<file path="src/sv/tsit_pkg.sv">
// Shared types, constants and op codes of the transaction timestamp interval table.
package tsit_pkg;

  localparam int unsigned ID_W          = 31;
  localparam int unsigned OP_W          = 4;
  localparam int unsigned SLOT_W        = 4;
  localparam int unsigned SLOTS_DEFAULT = 16;

  localparam logic [ID_W-1:0] ID_ZERO = '0;
  localparam logic [ID_W-1:0] ID_MAX  = '1;

  typedef enum logic [OP_W-1:0] {
    OP_CONFLICT    = 4'd0,
    OP_SHRINK_MAX  = 4'd1,
    OP_RAISE_CMIN  = 4'd2,
    OP_AT_READ     = 4'd3,
    OP_READ        = 4'd4,
    OP_CLEAR       = 4'd5,
    OP_ACTIVE      = 4'd6,
    OP_FORCE_MAX   = 4'd7,
    OP_MVCC        = 4'd8,
    OP_ABORT       = 4'd9,
    OP_BEGIN       = 4'd10,
    OP_COMMIT_MARK = 4'd11
  } op_e;

  typedef struct packed {
    logic [ID_W-1:0] owner_tid;
    logic [ID_W-1:0] start_min;
    logic [ID_W-1:0] start_max;
    logic [ID_W-1:0] commit_min;
    logic [ID_W-1:0] commit_val;
    logic            done_mark;
  } entry_t;

  localparam entry_t ENTRY_CLEARED = '{
    owner_tid:  ID_ZERO,
    start_min:  ID_ZERO,
    start_max:  ID_MAX,
    commit_min: ID_ZERO,
    commit_val: ID_ZERO,
    done_mark:  1'b0
  };

  typedef struct packed {
    logic            flag;
    logic            commit_known;
    logic [ID_W-1:0] commit_id;
  } status_t;

endpackage

</file>
<file path="src/sv/tsit_mem.sv">
// Slot memory with registered read port and per-slot valid bits.
module tsit_mem import tsit_pkg::*; #(
  parameter int unsigned SLOTS = SLOTS_DEFAULT,
  parameter int unsigned IDX_W = (SLOTS > 1) ? $clog2(SLOTS) : 1
) (
  input  logic             clk_i,
  input  logic             rst_ni,
  input  logic             wr_en_i,
  input  logic [IDX_W-1:0] wr_idx_i,
  input  entry_t           wr_data_i,
  input  logic             rd_en_i,
  input  logic [IDX_W-1:0] rd_idx_i,
  output entry_t           rd_data_o
);

  entry_t           mem_q [SLOTS];
  logic [SLOTS-1:0] valid_q;
  entry_t           rd_q;
  logic             rd_valid_q;

  always_ff @(posedge clk_i) begin
    if (wr_en_i) begin
      mem_q[wr_idx_i] <= wr_data_i;
    end
    if (rd_en_i) begin
      rd_q <= mem_q[rd_idx_i];
    end
  end

  always_ff @(posedge clk_i or negedge rst_ni) begin
    if (!rst_ni) begin
      valid_q    <= '0;
      rd_valid_q <= 1'b0;
    end else begin
      if (wr_en_i) begin
        valid_q[wr_idx_i] <= 1'b1;
      end
      if (rd_en_i) begin
        rd_valid_q <= valid_q[rd_idx_i];
      end
    end
  end

  // A slot never written since reset reads as the cleared entry.
  assign rd_data_o = rd_valid_q ? rd_q : ENTRY_CLEARED;

endmodule

</file>
<file path="src/sv/tsit_alu.sv">
// Per-op update of one slot entry and the status that goes with the result.
module tsit_alu import tsit_pkg::*; (
  input  logic [OP_W-1:0] op_i,
  input  entry_t          cur_i,
  input  logic [ID_W-1:0] id_a_i,
  input  logic [ID_W-1:0] id_b_i,
  input  logic [ID_W-1:0] txn_id_i,
  output entry_t          nxt_o,
  output status_t         status_o
);

  logic [ID_W-1:0] a_dec;
  logic [ID_W-1:0] smin_mvcc;
  logic            flag;
  logic            known;
  entry_t          nxt;

  assign a_dec     = id_a_i - ID_W'(1);
  assign smin_mvcc = (cur_i.start_min < id_a_i) ? id_a_i : cur_i.start_min;

  always_comb begin
    nxt   = cur_i;
    flag  = 1'b1;
    known = 1'b0;
    unique case (op_e'(op_i))
      OP_CONFLICT: begin
        flag = (id_a_i > cur_i.start_min) ? 1'b0 : 1'b1;
      end
      OP_SHRINK_MAX: begin
        if (id_a_i > cur_i.start_min) begin
          if (a_dec < cur_i.start_max) begin
            nxt.start_max = a_dec;
          end
        end else begin
          flag = 1'b0;
        end
      end
      OP_RAISE_CMIN: begin
        if (id_a_i > cur_i.commit_min) begin
          nxt.commit_min = id_a_i;
        end
      end
      OP_AT_READ: begin
        nxt.start_min = id_a_i;
        if (cur_i.commit_min < id_a_i) begin
          nxt.commit_min = id_a_i;
        end
      end
      OP_READ: begin
        known = cur_i.done_mark;
      end
      OP_CLEAR: begin
        nxt = ENTRY_CLEARED;
      end
      OP_ACTIVE: begin
        // An owner of zero marks an empty slot, so a zero id never matches.
        if (txn_id_i != ID_ZERO && cur_i.owner_tid == txn_id_i) begin
          known = cur_i.done_mark;
        end else begin
          flag = 1'b0;
        end
      end
      OP_FORCE_MAX: begin
        if (cur_i.start_min >= id_a_i) begin
          flag = 1'b0;
        end else if (cur_i.start_max > id_a_i) begin
          nxt.start_max = id_a_i;
        end
      end
      OP_MVCC: begin
        nxt.start_min = smin_mvcc;
        if (cur_i.commit_min < id_b_i) begin
          nxt.commit_min = id_b_i;
        end
        flag = (smin_mvcc > cur_i.start_max) ? 1'b0 : 1'b1;
      end
      OP_ABORT: begin
        nxt.owner_tid = ID_ZERO;
      end
      OP_BEGIN: begin
        nxt.owner_tid = txn_id_i;
      end
      OP_COMMIT_MARK: begin
        nxt.commit_val = id_a_i;
        nxt.done_mark  = 1'b1;
      end
      default: begin
      end
    endcase
  end

  assign nxt_o                 = nxt;
  assign status_o.flag         = flag;
  assign status_o.commit_known = known;
  assign status_o.commit_id    = known ? nxt.commit_val : ID_ZERO;

endmodule

</file>
<file path="src/sv/txn_timestamp_interval_table_unit.sv">
// Top level of the transaction timestamp interval table.
//
// Input channel (in_valid_i / in_stall_o): one beat carries op, slot and three
// ids. Output channel (out_valid_o / out_stall_i): exactly one beat per input
// beat, in order, giving the flag, the completion status and the slot's
// interval as it stands after the operation.
// Each beat reads its slot from the slot memory at acceptance; from the update
// stage it is then updated, written back and placed in the output register.
// One beat per cycle is sustained while the receiver does not stall; a write
// to the same slot made as the beat is read is forwarded from
// a bypass register, since the memory read then still returns old data.
// When the receiver stalls, the output register holds its beat and the
// update stage holds the next one; a further input beat is stalled until the
// output register frees up. Slots at or above SLOTS change nothing and return
// all-zero beats.
// Reset empties both stages and marks every slot as cleared at once; the
// block takes beats as soon as reset is released.
module txn_timestamp_interval_table_unit import tsit_pkg::*; #(
  parameter int unsigned SLOTS = SLOTS_DEFAULT
) (
  input  logic              clk_i,
  input  logic              rst_ni,
  input  logic              in_valid_i,
  output logic              in_stall_o,
  input  logic [OP_W-1:0]   op_i,
  input  logic [SLOT_W-1:0] slot_i,
  input  logic [ID_W-1:0]   id_a_i,
  input  logic [ID_W-1:0]   id_b_i,
  input  logic [ID_W-1:0]   txn_id_i,
  output logic              out_valid_o,
  input  logic              out_stall_i,
  output logic              flag_o,
  output logic              commit_known_o,
  output logic [ID_W-1:0]   start_min_out_o,
  output logic [ID_W-1:0]   start_max_out_o,
  output logic [ID_W-1:0]   commit_min_out_o,
  output logic [ID_W-1:0]   commit_id_out_o
);

  localparam int unsigned IDX_W = (SLOTS > 1) ? $clog2(SLOTS) : 1;

  logic             accept;
  logic             advance;
  logic             in_range;
  logic [IDX_W-1:0] in_idx;

  logic             s1_valid_q;
  logic             s1_in_range_q;
  logic [IDX_W-1:0] s1_idx_q;
  logic [OP_W-1:0]  s1_op_q;
  logic [ID_W-1:0]  s1_id_a_q;
  logic [ID_W-1:0]  s1_id_b_q;
  logic [ID_W-1:0]  s1_txn_id_q;

  logic             byp_valid_q;
  logic [IDX_W-1:0] byp_idx_q;
  entry_t           byp_entry_q;

  entry_t           rd_entry;
  entry_t           cur_entry;
  entry_t           nxt_entry;
  status_t          status;

  logic             out_valid_q;
  logic             out_valid_d;
  logic             flag_q;
  logic             known_q;
  logic [ID_W-1:0]  smin_q;
  logic [ID_W-1:0]  smax_q;
  logic [ID_W-1:0]  cmin_q;
  logic [ID_W-1:0]  cid_q;

  assign advance    = s1_valid_q && (!out_valid_q || !out_stall_i);
  assign in_stall_o = s1_valid_q && !advance;
  assign accept     = in_valid_i && !in_stall_o;
  assign in_range   = (32'(slot_i) < SLOTS);
  assign in_idx     = IDX_W'(slot_i);

  tsit_mem #(
    .SLOTS (SLOTS),
    .IDX_W (IDX_W)
  ) u_mem (
    .clk_i     (clk_i),
    .rst_ni    (rst_ni),
    .wr_en_i   (advance && s1_in_range_q),
    .wr_idx_i  (s1_idx_q),
    .wr_data_i (nxt_entry),
    .rd_en_i   (accept),
    .rd_idx_i  (in_idx),
    .rd_data_o (rd_entry)
  );

  // The memory read issued alongside a write to the same slot returns stale data.
  assign cur_entry = (byp_valid_q && byp_idx_q == s1_idx_q) ? byp_entry_q : rd_entry;

  tsit_alu u_alu (
    .op_i     (s1_op_q),
    .cur_i    (cur_entry),
    .id_a_i   (s1_id_a_q),
    .id_b_i   (s1_id_b_q),
    .txn_id_i (s1_txn_id_q),
    .nxt_o    (nxt_entry),
    .status_o (status)
  );

  always_ff @(posedge clk_i or negedge rst_ni) begin
    if (!rst_ni) begin
      s1_valid_q  <= 1'b0;
      byp_valid_q <= 1'b0;
      out_valid_q <= 1'b0;
    end else begin
      if (accept) begin
        s1_valid_q <= 1'b1;
      end else if (advance) begin
        s1_valid_q <= 1'b0;
      end
      if (advance && s1_in_range_q) begin
        byp_valid_q <= 1'b1;
      end
      out_valid_q <= out_valid_d;
    end
  end

  always_comb begin
    out_valid_d = out_valid_q;
    if (advance) begin
      out_valid_d = 1'b1;
    end else if (!out_stall_i) begin
      out_valid_d = 1'b0;
    end
  end

  always_ff @(posedge clk_i) begin
    if (accept) begin
      s1_in_range_q <= in_range;
      s1_idx_q      <= in_idx;
      s1_op_q       <= op_i;
      s1_id_a_q     <= id_a_i;
      s1_id_b_q     <= id_b_i;
      s1_txn_id_q   <= txn_id_i;
    end
    if (advance && s1_in_range_q) begin
      byp_idx_q   <= s1_idx_q;
      byp_entry_q <= nxt_entry;
    end
    if (advance) begin
      if (s1_in_range_q) begin
        flag_q  <= status.flag;
        known_q <= status.commit_known;
        smin_q  <= nxt_entry.start_min;
        smax_q  <= nxt_entry.start_max;
        cmin_q  <= nxt_entry.commit_min;
        cid_q   <= status.commit_id;
      end else begin
        flag_q  <= 1'b0;
        known_q <= 1'b0;
        smin_q  <= ID_ZERO;
        smax_q  <= ID_ZERO;
        cmin_q  <= ID_ZERO;
        cid_q   <= ID_ZERO;
      end
    end
  end

  assign out_valid_o      = out_valid_q;
  assign flag_o           = flag_q;
  assign commit_known_o   = known_q;
  assign start_min_out_o  = smin_q;
  assign start_max_out_o  = smax_q;
  assign commit_min_out_o = cmin_q;
  assign commit_id_out_o  = cid_q;

endmodule
</file>
<file path="config.mk">
export PLATFORM = sky130hd
export DESIGN_NAME = txn_timestamp_interval_table_unit
export DESIGN_NICKNAME = d
export VERILOG_FILES = /design/src/sv/tsit_pkg.sv /design/src/sv/tsit_mem.sv /design/src/sv/tsit_alu.sv /design/src/sv/txn_timestamp_interval_table_unit.sv
export SDC_FILE = /design/constraint.sdc
export NUM_CORES = 2
export LEC_CHECK = 0
export BUFFER_PORTS_ARGS = -buffer_cell sky130_fd_sc_hd__buf_4
export CAP_MARGIN = 15
export CORE_ASPECT_RATIO = 0.75
export CORE_MARGIN = 4
export CORE_UTILIZATION = 50
export DETAILED_ROUTE_END_ITERATION = 10
export PLACE_DENSITY = 0.7
export SLEW_MARGIN = 10
export SYNTH_ARGS = -nofsm -noshare
export SYNTH_HDL_FRONTEND = slang
export SYNTH_SLANG_ARGS = --single-unit
</file>
<file path="constraint.sdc">
create_clock -name clk_i -period 24.8 [get_ports clk_i]
set_input_delay 0 -clock clk_i [delete_from_list [all_inputs] [get_ports clk_i]]
set_output_delay 0 -clock clk_i [all_outputs]
set_load 0.02 [all_outputs]
</file>
# Word-level counts from Yosys, hierarchy flattened
# Memories as Yosys holds them, arrays and structs flattened. A register that Yosys moved wholly into a read port is not among the register bits.
# Index checks and enable logic that the tools add are counted.
[totals]
inputBits = 105
out_inout_bits = 128
ramBits = 2496
memories = 1
word_cells = 97
reg_bits = 314
[op_classes]
eq_ne = 14
bitwise_logic = 1
reduce_logical = 15
mux = 33
addsub = 1
magnitude_cmp = 12
[memory_table]
columns = ["memory", "words", "width", "rd", "rd_ports_with_merged_regs", "write_ports", "line", "source"]
rows = [
  ["u_mem.mem_q", 16, 156, 1, 1, 1, "tsit_mem.sv:16", "entry_t mem_q [SLOTS];"],
]
[op_table]
columns = ["cell", "count"]
rows = [
  ["$mux 156", 2],
  ["$mux 31", 8],
  ["$pmux 31 s3", 2],
  ["$gt 31x31->1", 4],
  ["$lt 31x31->1", 4],
  ["$pmux 31 s4", 1],
  ["$pmux 32 s2", 1],
  ["$pmux 31 s2", 1],
  ["$eq 31x31->1", 1],
  ["$ge 31x31->1", 1],
  ["$reduce_bool 31->1", 1],
  ["$sub 31x1->31 const B", 1],
  ["$eq 4x3->1 const B", 4],
  ["$eq 4x4->1 const B", 4],
  ["$or 16x16->16", 1],
  ["$mux 1", 14],
  ["$lt 4x5->1 const B", 2],
  ["$eq 4x2->1 const B", 2],
  ["$logic_and 1x1->1", 6],
  ["$pmux 1 s5", 1],
  ["$bmux 1 s4", 1],
  ["$demux 1 s4", 1],
  ["$eq 4x1->1 const B", 1],
  ["$eq 4x4->1", 1],
  ["8 further kinds", 11],
]

# Depth between registers and ports, before layout
[depth]
depth_word = 8
mapped_depth = 33
mapped_depth_nobuf = 27

# Cells and area by module
# From an unflattened synthesis, not the netlist that was laid out.
[hier_totals]
hier_cells = 5786
hier_area_um2 = 120488.1
[modules_own_cells]
columns = ["mod", "area_per_inst_um2", "instances", "cells_per_inst", "seq_area_each_um2"]
rows = [
  ["tsit_mem", 100395.0, 1, 4077, 80061.8],
  ["txn_timestamp_interval_table_unit", 11606.1, 1, 577, 8903.5],
  ["tsit_alu", 8486.9, 1, 1132, 0.0],
]

# Worst setup path before layout
# Ideal clock, no wire load.
[synth_path]
kind = "register -> register"
start = "reg out_valid_q (netlist: out_valid_o)"
end = "reg u_mem.valid_q[12]"
t_arrival_ps = 16678
stages_incl_launch_ff = 7
synth_period_minus_slack_ps = 16811
path_buffers = 0
required_time_ps = 24667
setup_ps = 133
path_slack_ps = 7989
path_cell_list = "dfrtp_1 > nand2_1 > nand2_1 > inv_1 > nand3_1 > nor3_1 > or2_2"
[synth_via]
elab_chain_len = 3
[synth_lines]
columns = ["element", "line", "source"]
rows = [
  ["from (decl)", "txn_timestamp_interval_table_unit.sv:64", "logic out_valid_q;"],
  ["from (signal assigned)", "txn_timestamp_interval_table_unit.sv:120", "out_valid_q <= out_valid_d;"],
  ["$logic_not 1->1", "txn_timestamp_interval_table_unit.sv:73", "assign advance = s1_valid_q && (!out_valid_q || !out_stall_i);"],
  ["$logic_or 1x1->1", "txn_timestamp_interval_table_unit.sv:73", ""],
  ["$logic_and 1x1->1", "txn_timestamp_interval_table_unit.sv:73", ""],
  ["named net advance", "txn_timestamp_interval_table_unit.sv:43", "logic advance;"],
  ["to (signal assigned)", "tsit_mem.sv:32", "valid_q <= '0;"],
  ["to (signal, indexed assignment)", "tsit_mem.sv:36", "valid_q[wr_idx_i] <= 1'b1;"],
  ["to (decl)", "tsit_mem.sv:17", "logic [SLOTS-1:0] valid_q;"],
]
# The timed path passes the listed nets, and every way through them passes these cells.
# A chain may end at the register's enable or synchronous reset.

# Worst setup path after layout
[layout_path]
start = "reg s1_idx_q[0]"
end = "reg flag_q (netlist: flag_o), data pin"
[layout_via]
elab_chain_len = 8
elab_cells_between_ends = 16
classes_between = "4 x order compare; 2 x eq/ne; 8 x mux; 2 x reduce/logical"
[layout_lines]
columns = ["element", "line", "source"]
rows = [
  ["from (decl)", "txn_timestamp_interval_table_unit.sv:49", "logic [IDX_W-1:0] s1_idx_q;"],
  ["from (signal assigned)", "txn_timestamp_interval_table_unit.sv:136", "s1_idx_q <= in_idx;"],
  ["$eq 4x4->1 *", "txn_timestamp_interval_table_unit.sv:94", "assign cur_entry = (byp_valid_q && byp_idx_q == s1_idx_q) ? byp_entry_q : rd_entry;"],
  ["$logic_and 1x1->1 *", "txn_timestamp_interval_table_unit.sv:94", ""],
  ["$mux 156 *", "txn_timestamp_interval_table_unit.sv:94", ""],
  ["$lt 31x31->1", "tsit_alu.sv:19", "assign smin_mvcc = (cur_i.start_min < id_a_i) ? id_a_i : cur_i.start_min;"],
  ["$mux 31", "tsit_alu.sv:19", ""],
  ["$gt 31x31->1", "tsit_alu.sv:75", "flag = (smin_mvcc > cur_i.start_max) ? 1'b0 : 1'b1;"],
  ["$mux 1", "tsit_alu.sv:75", ""],
  ["$pmux 1 s5 *", "tsit_alu.sv:25", "unique case (op_e'(op_i))"],
  ["named net u_alu.flag", "tsit_alu.sv:14", "logic flag;"],
  ["to (signal assigned)", "txn_timestamp_interval_table_unit.sv:148", "flag_q <= status.flag;"],
  ["to (decl)", "txn_timestamp_interval_table_unit.sv:66", "logic flag_q;"],
]
# Mark *: on every way through the listed nets, which the timed path passes. The rest lies on a longest branch.

==> impl_metrics.prom <==
# TYPE chip_impl_metric gauge
chip_impl_info{name="run_status",value="completed"} 1
chip_impl_metric{name="fp.dieH",unit="um"} 432
chip_impl_metric{name="synth.mux.area_fraction",unit="%"} 14.9
chip_impl_metric{name="worstPathMaxFanout",unit=""} 109
chip_impl_metric{name="post_cts_resized",unit=""} 0
chip_impl_metric{name="fin_crit",unit="ns"} 8.45
chip_impl_metric{name="relSlewSlack",unit="%"} 14.5
chip_impl_metric{name="design.die.area",unit="um2"} 247000
chip_impl_metric{name="drt_pre_antenna_iters",unit=""} 8
chip_impl_metric{name="post_synthesis_share_of_cell_area_spent_on_full_adders_half_adders_and_majority_gates",unit="%"} 1.84
chip_impl_metric{name="arrival_time_of_the_worst_setup_path",unit="ns"} 9.00
chip_impl_metric{name="post_synth_xor_area_fraction",unit="%"} 0.496
chip_impl_info{name="reg2reg_from",value="s1_idx_q[0]"} 1
chip_impl_metric{name="detailroute.via_count",unit=""} 63100
chip_impl_info{name="regToRegEndpoint",value="flag_o"} 1
chip_impl_metric{name="detail_route.vias_per_cell",unit=""} 6.44
chip_impl_metric{name="io_pins",unit=""} 233
chip_impl_metric{name="synth.distinct_cells",unit=""} 71
chip_impl_metric{name="number_of_global_route_vias_before_repair",unit=""} 62600
chip_impl_metric{name="skew",unit="ns"} 0.0499
chip_impl_info{name="synth_top_family_by_area",value="multiplexers"} 1
chip_impl_metric{name="layout-drive-gt1-share",unit="%"} 26.6
chip_impl_metric{name="drt_wl_total",unit="um"} 320000
chip_impl_info{name="cts_tree",value="done"} 1
chip_impl_metric{name="gp_congestion",unit=""} 0.912
chip_impl_metric{name="grt_overflow",unit=""} 0
chip_impl_metric{name="flop_and_latch_count_out_of_synthesis",unit=""} 2966
chip_impl_metric{name="initial_utilization",unit="%"} 50.3
chip_impl_metric{name="synthesis.instances",unit=""} 5876
chip_impl_metric{name="dp_hpwl",unit="um"} 172000
chip_impl_info{name="clock-root-buffer",value="sky130_fd_sc_hd__clkbuf_16"} 1
chip_impl_metric{name="achievable-frequency",unit="MHz"} 118
chip_impl_metric{name="cts.sink_count",unit=""} 2966
chip_impl_metric{name="final_core_density",unit="%"} 57.5
chip_impl_metric{name="fp.coreArea",unit="um2"} 238000
chip_impl_info{name="hp-start",value="slot_i[1]"} 1
chip_impl_metric{name="ys_warn_count",unit=""} 0
chip_impl_metric{name="final_cell_area",unit="um2"} 137000
chip_impl_metric{name="syn-mean-instance-area",unit="um2"} 20.4
chip_impl_metric{name="h-tree-depth",unit=""} 5
chip_impl_info{name="timing_worst_setup_path_type",value="reg2reg"} 1
chip_impl_metric{name="pre_cts_ws",unit="ns"} 16.60
chip_impl_metric{name="global_route_wire_length_before_repair",unit="um"} 457000
chip_impl_metric{name="port_buffers",unit=""} 232
chip_impl_metric{name="complex_gate_fraction_of_the_synthesized_area",unit="%"} 3.20
chip_impl_metric{name="worst-r2r-setup-slack",unit="ns"} 16.35
chip_impl_metric{name="drt_iter0_markers",unit=""} 9327
chip_impl_metric{name="dieWidth",unit="um"} 573
chip_impl_metric{name="required",unit="ns"} 25.36
chip_impl_info{name="synth_largest_area_cell",value="sky130_fd_sc_hd__edfxtp_1"} 1
chip_impl_metric{name="vdd_ir_drop_max",unit="V"} 0.0000523
chip_impl_info{name="worst_path_most_repeated_cell",value="sky130_fd_sc_hd__a21oi_1"} 1
chip_impl_metric{name="hold_viol_final",unit=""} 0
chip_impl_metric{name="cts_buffers",unit=""} 292
chip_impl_metric{name="drt.antenna.violating_nets",unit=""} 0
chip_impl_info{name="ys_dominant_reg_cell",value="sky130_fd_sc_hd__edfxtp_1"} 1
chip_impl_metric{name="total_power_of_the_final_layout",unit="uW"} 12100
chip_impl_metric{name="yosys.area_share.simple",unit="%"} 3.15
chip_impl_metric{name="synth_top_cell_area_share",unit="%"} 74.0
chip_impl_metric{name="grt_start_max_net_pins",unit=""} 148
chip_impl_metric{name="core.rowCount",unit=""} 155
chip_impl_metric{name="ys_seq_area_share",unit="%"} 74.4
chip_impl_metric{name="max_cap_viol_count",unit=""} 0
chip_impl_info{name="setup.worst_path.end",value="flag_o"} 1
chip_impl_metric{name="power.static_leakage",unit="uW"} 0.0453
chip_impl_metric{name="postPlaceCellArea",unit="um2"} 126000
chip_impl_metric{name="cts_buffer_depth",unit=""} 4
chip_impl_metric{name="clock_pin_transition_on_the_worst_setup_and_hold_timing_paths",unit="ns"} 0.06
chip_impl_info{name="worst_hold_path_type",value="in2reg"} 1
chip_impl_info{name="critical-path-slowest-cell",value="sky130_fd_sc_hd__and3_4"} 1
chip_impl_metric{name="report.final.slew_viol_count",unit=""} 0
chip_impl_metric{name="nNetsFinal",unit=""} 6725
chip_impl_metric{name="detail_route.wl_per_cell",unit="um"} 32.6
chip_impl_metric{name="worst_path_largest_cell_delay",unit="ns"} 0.69
chip_impl_metric{name="number_of_flops_mapped_to_enable_cells_by_yosys",unit=""} 2946
chip_impl_metric{name="totalNegativeSetupSlack",unit="ns"} 0
chip_impl_metric{name="grt_util_all_layers",unit="%"} 25.6
chip_impl_metric{name="synth.cell_area",unit="um2"} 120000
chip_impl_metric{name="postLayoutSetupSlackWorst",unit="ns"} 16.35
chip_impl_metric{name="grt_antenna_before_repair",unit=""} 13
chip_impl_metric{name="worstSkewPairLatency",unit="ns"} 0.86
chip_impl_metric{name="min_period_over_period",unit="%"} 34.1
chip_impl_info{name="critical_path_start_type",value="flop"} 1
chip_impl_info{name="setup.worst_path.start",value="s1_idx_q[0]"} 1
chip_impl_metric{name="ff2ff_path_depth",unit=""} 26
chip_impl_metric{name="residual_drc",unit=""} 0
chip_impl_metric{name="area_growth",unit="%"} 14.5
chip_impl_metric{name="setup_viol_count_final",unit=""} 0
chip_impl_metric{name="pin_slew_with_the_least_headroom_to_its_limit",unit="ns"} 1.27
chip_impl_metric{name="powerDensity",unit="nW/um2"} 88.2
chip_impl_info{name="timing.critical_path.to_type",value="flop"} 1
chip_impl_metric{name="synthArstFlopShare",unit="%"} 0.674
chip_impl_info{name="rsz_0062_raised_after_global_routing",value="no"} 1
chip_impl_info{name="ys_top_cells_by_area",value="sky130_fd_sc_hd__edfxtp_1 (74%), sky130_fd_sc_hd__mux4_2 (14%), sky130_fd_sc_hd__ha_1 (1.8%)"} 1
chip_impl_metric{name="synth_fp_nets",unit=""} 6157
[timing repair]
| action | CTS | global route |
|---|---|---|
| setup buffers | 0 | 0 |
| hold endpoints to repair | 203 | 0 |
| hold buffers | 204 | 0 |
[cell usage in the layout (no fill, tap or decap), types with 23 or more instances in the layout]
| cell type | netlist | final |
|---|---|---|
| sky130_fd_sc_hd__edfxtp_1 | 2946 | 2946 |
| sky130_fd_sc_hd__ha_1 | 176 | 176 |
| sky130_fd_sc_hd__a211oi_1 | 59 | 59 |
| sky130_fd_sc_hd__bufinv_16 | 0 | 23 |
| sky130_fd_sc_hd__or2_2 | 23 | 23 |
| sky130_fd_sc_hd__nor2_1 | 123 | 107 |
| sky130_fd_sc_hd__and2_1 | 36 | 35 |
| sky130_fd_sc_hd__a21oi_1 | 172 | 172 |
| sky130_fd_sc_hd__clkbuf_1 | 205 | 52 |
| sky130_fd_sc_hd__nand3b_1 | 34 | 34 |
| sky130_fd_sc_hd__nand4_1 | 40 | 40 |
| sky130_fd_sc_hd__a31oi_1 | 26 | 26 |
| sky130_fd_sc_hd__clkbuf_16 | 0 | 299 |
| sky130_fd_sc_hd__nor2b_1 | 28 | 28 |
| sky130_fd_sc_hd__mux4_2 | 769 | 769 |
| sky130_fd_sc_hd__a21o_1 | 42 | 42 |
| sky130_fd_sc_hd__inv_1 | 125 | 124 |
| sky130_fd_sc_hd__o21ai_1 | 0 | 37 |
| sky130_fd_sc_hd__nand2_1 | 211 | 211 |
| sky130_fd_sc_hd__o21ai_0 | 131 | 86 |
| sky130_fd_sc_hd__clkinv_2 | 0 | 48 |
| sky130_fd_sc_hd__buf_4 | 95 | 454 |
| sky130_fd_sc_hd__xnor2_1 | 42 | 42 |
| sky130_fd_sc_hd__nand3_1 | 60 | 60 |
| sky130_fd_sc_hd__mux2_2 | 32 | 32 |
| sky130_fd_sc_hd__and3_1 | 96 | 96 |
| sky130_fd_sc_hd__a221o_1 | 32 | 32 |
| sky130_fd_sc_hd__dlygate4sd3_1 | 0 | 203 |
| sky130_fd_sc_hd__clkinv_1 | 4 | 63 |
[critical path, delay by kind of cell, from the launching register on]
family,cells,cell delay [ns]
buffers and inverters,2,0.89
adders and majority gates,2,0.66
xor gates and xnor gates,1,0.22
DFF,1,0.55
and+or+nand+nor,9,3.08
AOI/OAI and AO/OA,12,2.65
[worst min path at each step]
stage / end / slack (ns) / cells after the start
6_report: u_mem.rd_q[143] / 0.08 / 3
5_1_grt: u_mem.rd_q[143] / 0.05 / 3
4_1_cts: u_mem.rd_q[143] / 0.02 / 3
3_5_place_dp: out_valid_o / -0.07 / 1
3_3_place_gp: out_valid_o / -0.08 / 1
2_1_floorplan: byp_valid_q / -0.30 / 0
[registers in the layout (all words and copies together) (netlist names), 31 cells and up]
name              flops
s1_id_b_q            31
u_mem.rd_q          156
start_min_out_o      31
commit_id_out_o      31
s1_txn_id_q          31
s1_id_a_q            31
commit_min_out_o     31
byp_entry_q          63
u_mem.mem_q        2496
start_max_out_o      31
[cell families (layout without fill, tap and decap cells)]
kind of cell / count (synthesis) / count (layout)
AND/OR/NAND/NOR: 734 / 734
multiplexers: 819 / 819
other: 0 / 5
buffers and inverters: 533 / 1312
flip-flops: 2966 / 2966
adder cells (fa/ha/maj): 176 / 176
AO/OA/AOI/OAI: 582 / 582
XOR/XNOR: 66 / 66
[cells in the mapped netlist, types with 25 or more instances]
cell and count:
sky130_fd_sc_hd__a31oi_1 26, sky130_fd_sc_hd__a21o_1 42, sky130_fd_sc_hd__inv_1 125, sky130_fd_sc_hd__buf_1 76, sky130_fd_sc_hd__edfxtp_1 2946, sky130_fd_sc_hd__a211oi_1 59
sky130_fd_sc_hd__nand3_1 60, sky130_fd_sc_hd__a21oi_1 172, sky130_fd_sc_hd__o31ai_1 34, sky130_fd_sc_hd__and2_1 36, sky130_fd_sc_hd__a221o_1 32, sky130_fd_sc_hd__buf_4 95
sky130_fd_sc_hd__nand4_1 40, sky130_fd_sc_hd__clkbuf_1 205, sky130_fd_sc_hd__nand2_1 211, sky130_fd_sc_hd__and3_1 96, sky130_fd_sc_hd__mux4_2 769, sky130_fd_sc_hd__ha_1 176
sky130_fd_sc_hd__mux2_2 32, sky130_fd_sc_hd__nor2b_1 28, sky130_fd_sc_hd__o21ai_0 131, sky130_fd_sc_hd__nand3b_1 34, sky130_fd_sc_hd__buf_2 25, sky130_fd_sc_hd__nor2_1 123
sky130_fd_sc_hd__xnor2_1 42
[where the power goes]
group	switching (uW)	internal, uW
registers	108	6030
logic	1090	561
clock network	1840	2450
total	3040	9040
[layout make-up]
class | count | area, um2
sequential | 2966 | 89000
fill | 16900 | 101000
clock buffer | 351 | 7680
timing repair buffer | 678 | 5830
inverter | 129 | 492
multi-input combinational | 2377 | 28600
tap | 3140 | 3930
antenna | 5 | 12.5
clock inverter | 154 | 1390
[layer usage]
metal,vias up,global-route usage (%),share of wire [%]
li1,25400,-,-
met1,33400,36.5,39
met2,3665,40.2,48
met3,621,4.10,9.3
met4,4,9.98,4.3
met5,-,0,0.0084
[metrics by stage]
step	hold WS [ns]	instances
floorplan	-0.296	5876
detailed placement	-0.0700	9071
CTS	0.0154	9780
global route	0.0526	9796
finish	0.0763	9800
global placement	-0.0756	9071
Note: power is estimated with default switching activity, not from simulation.
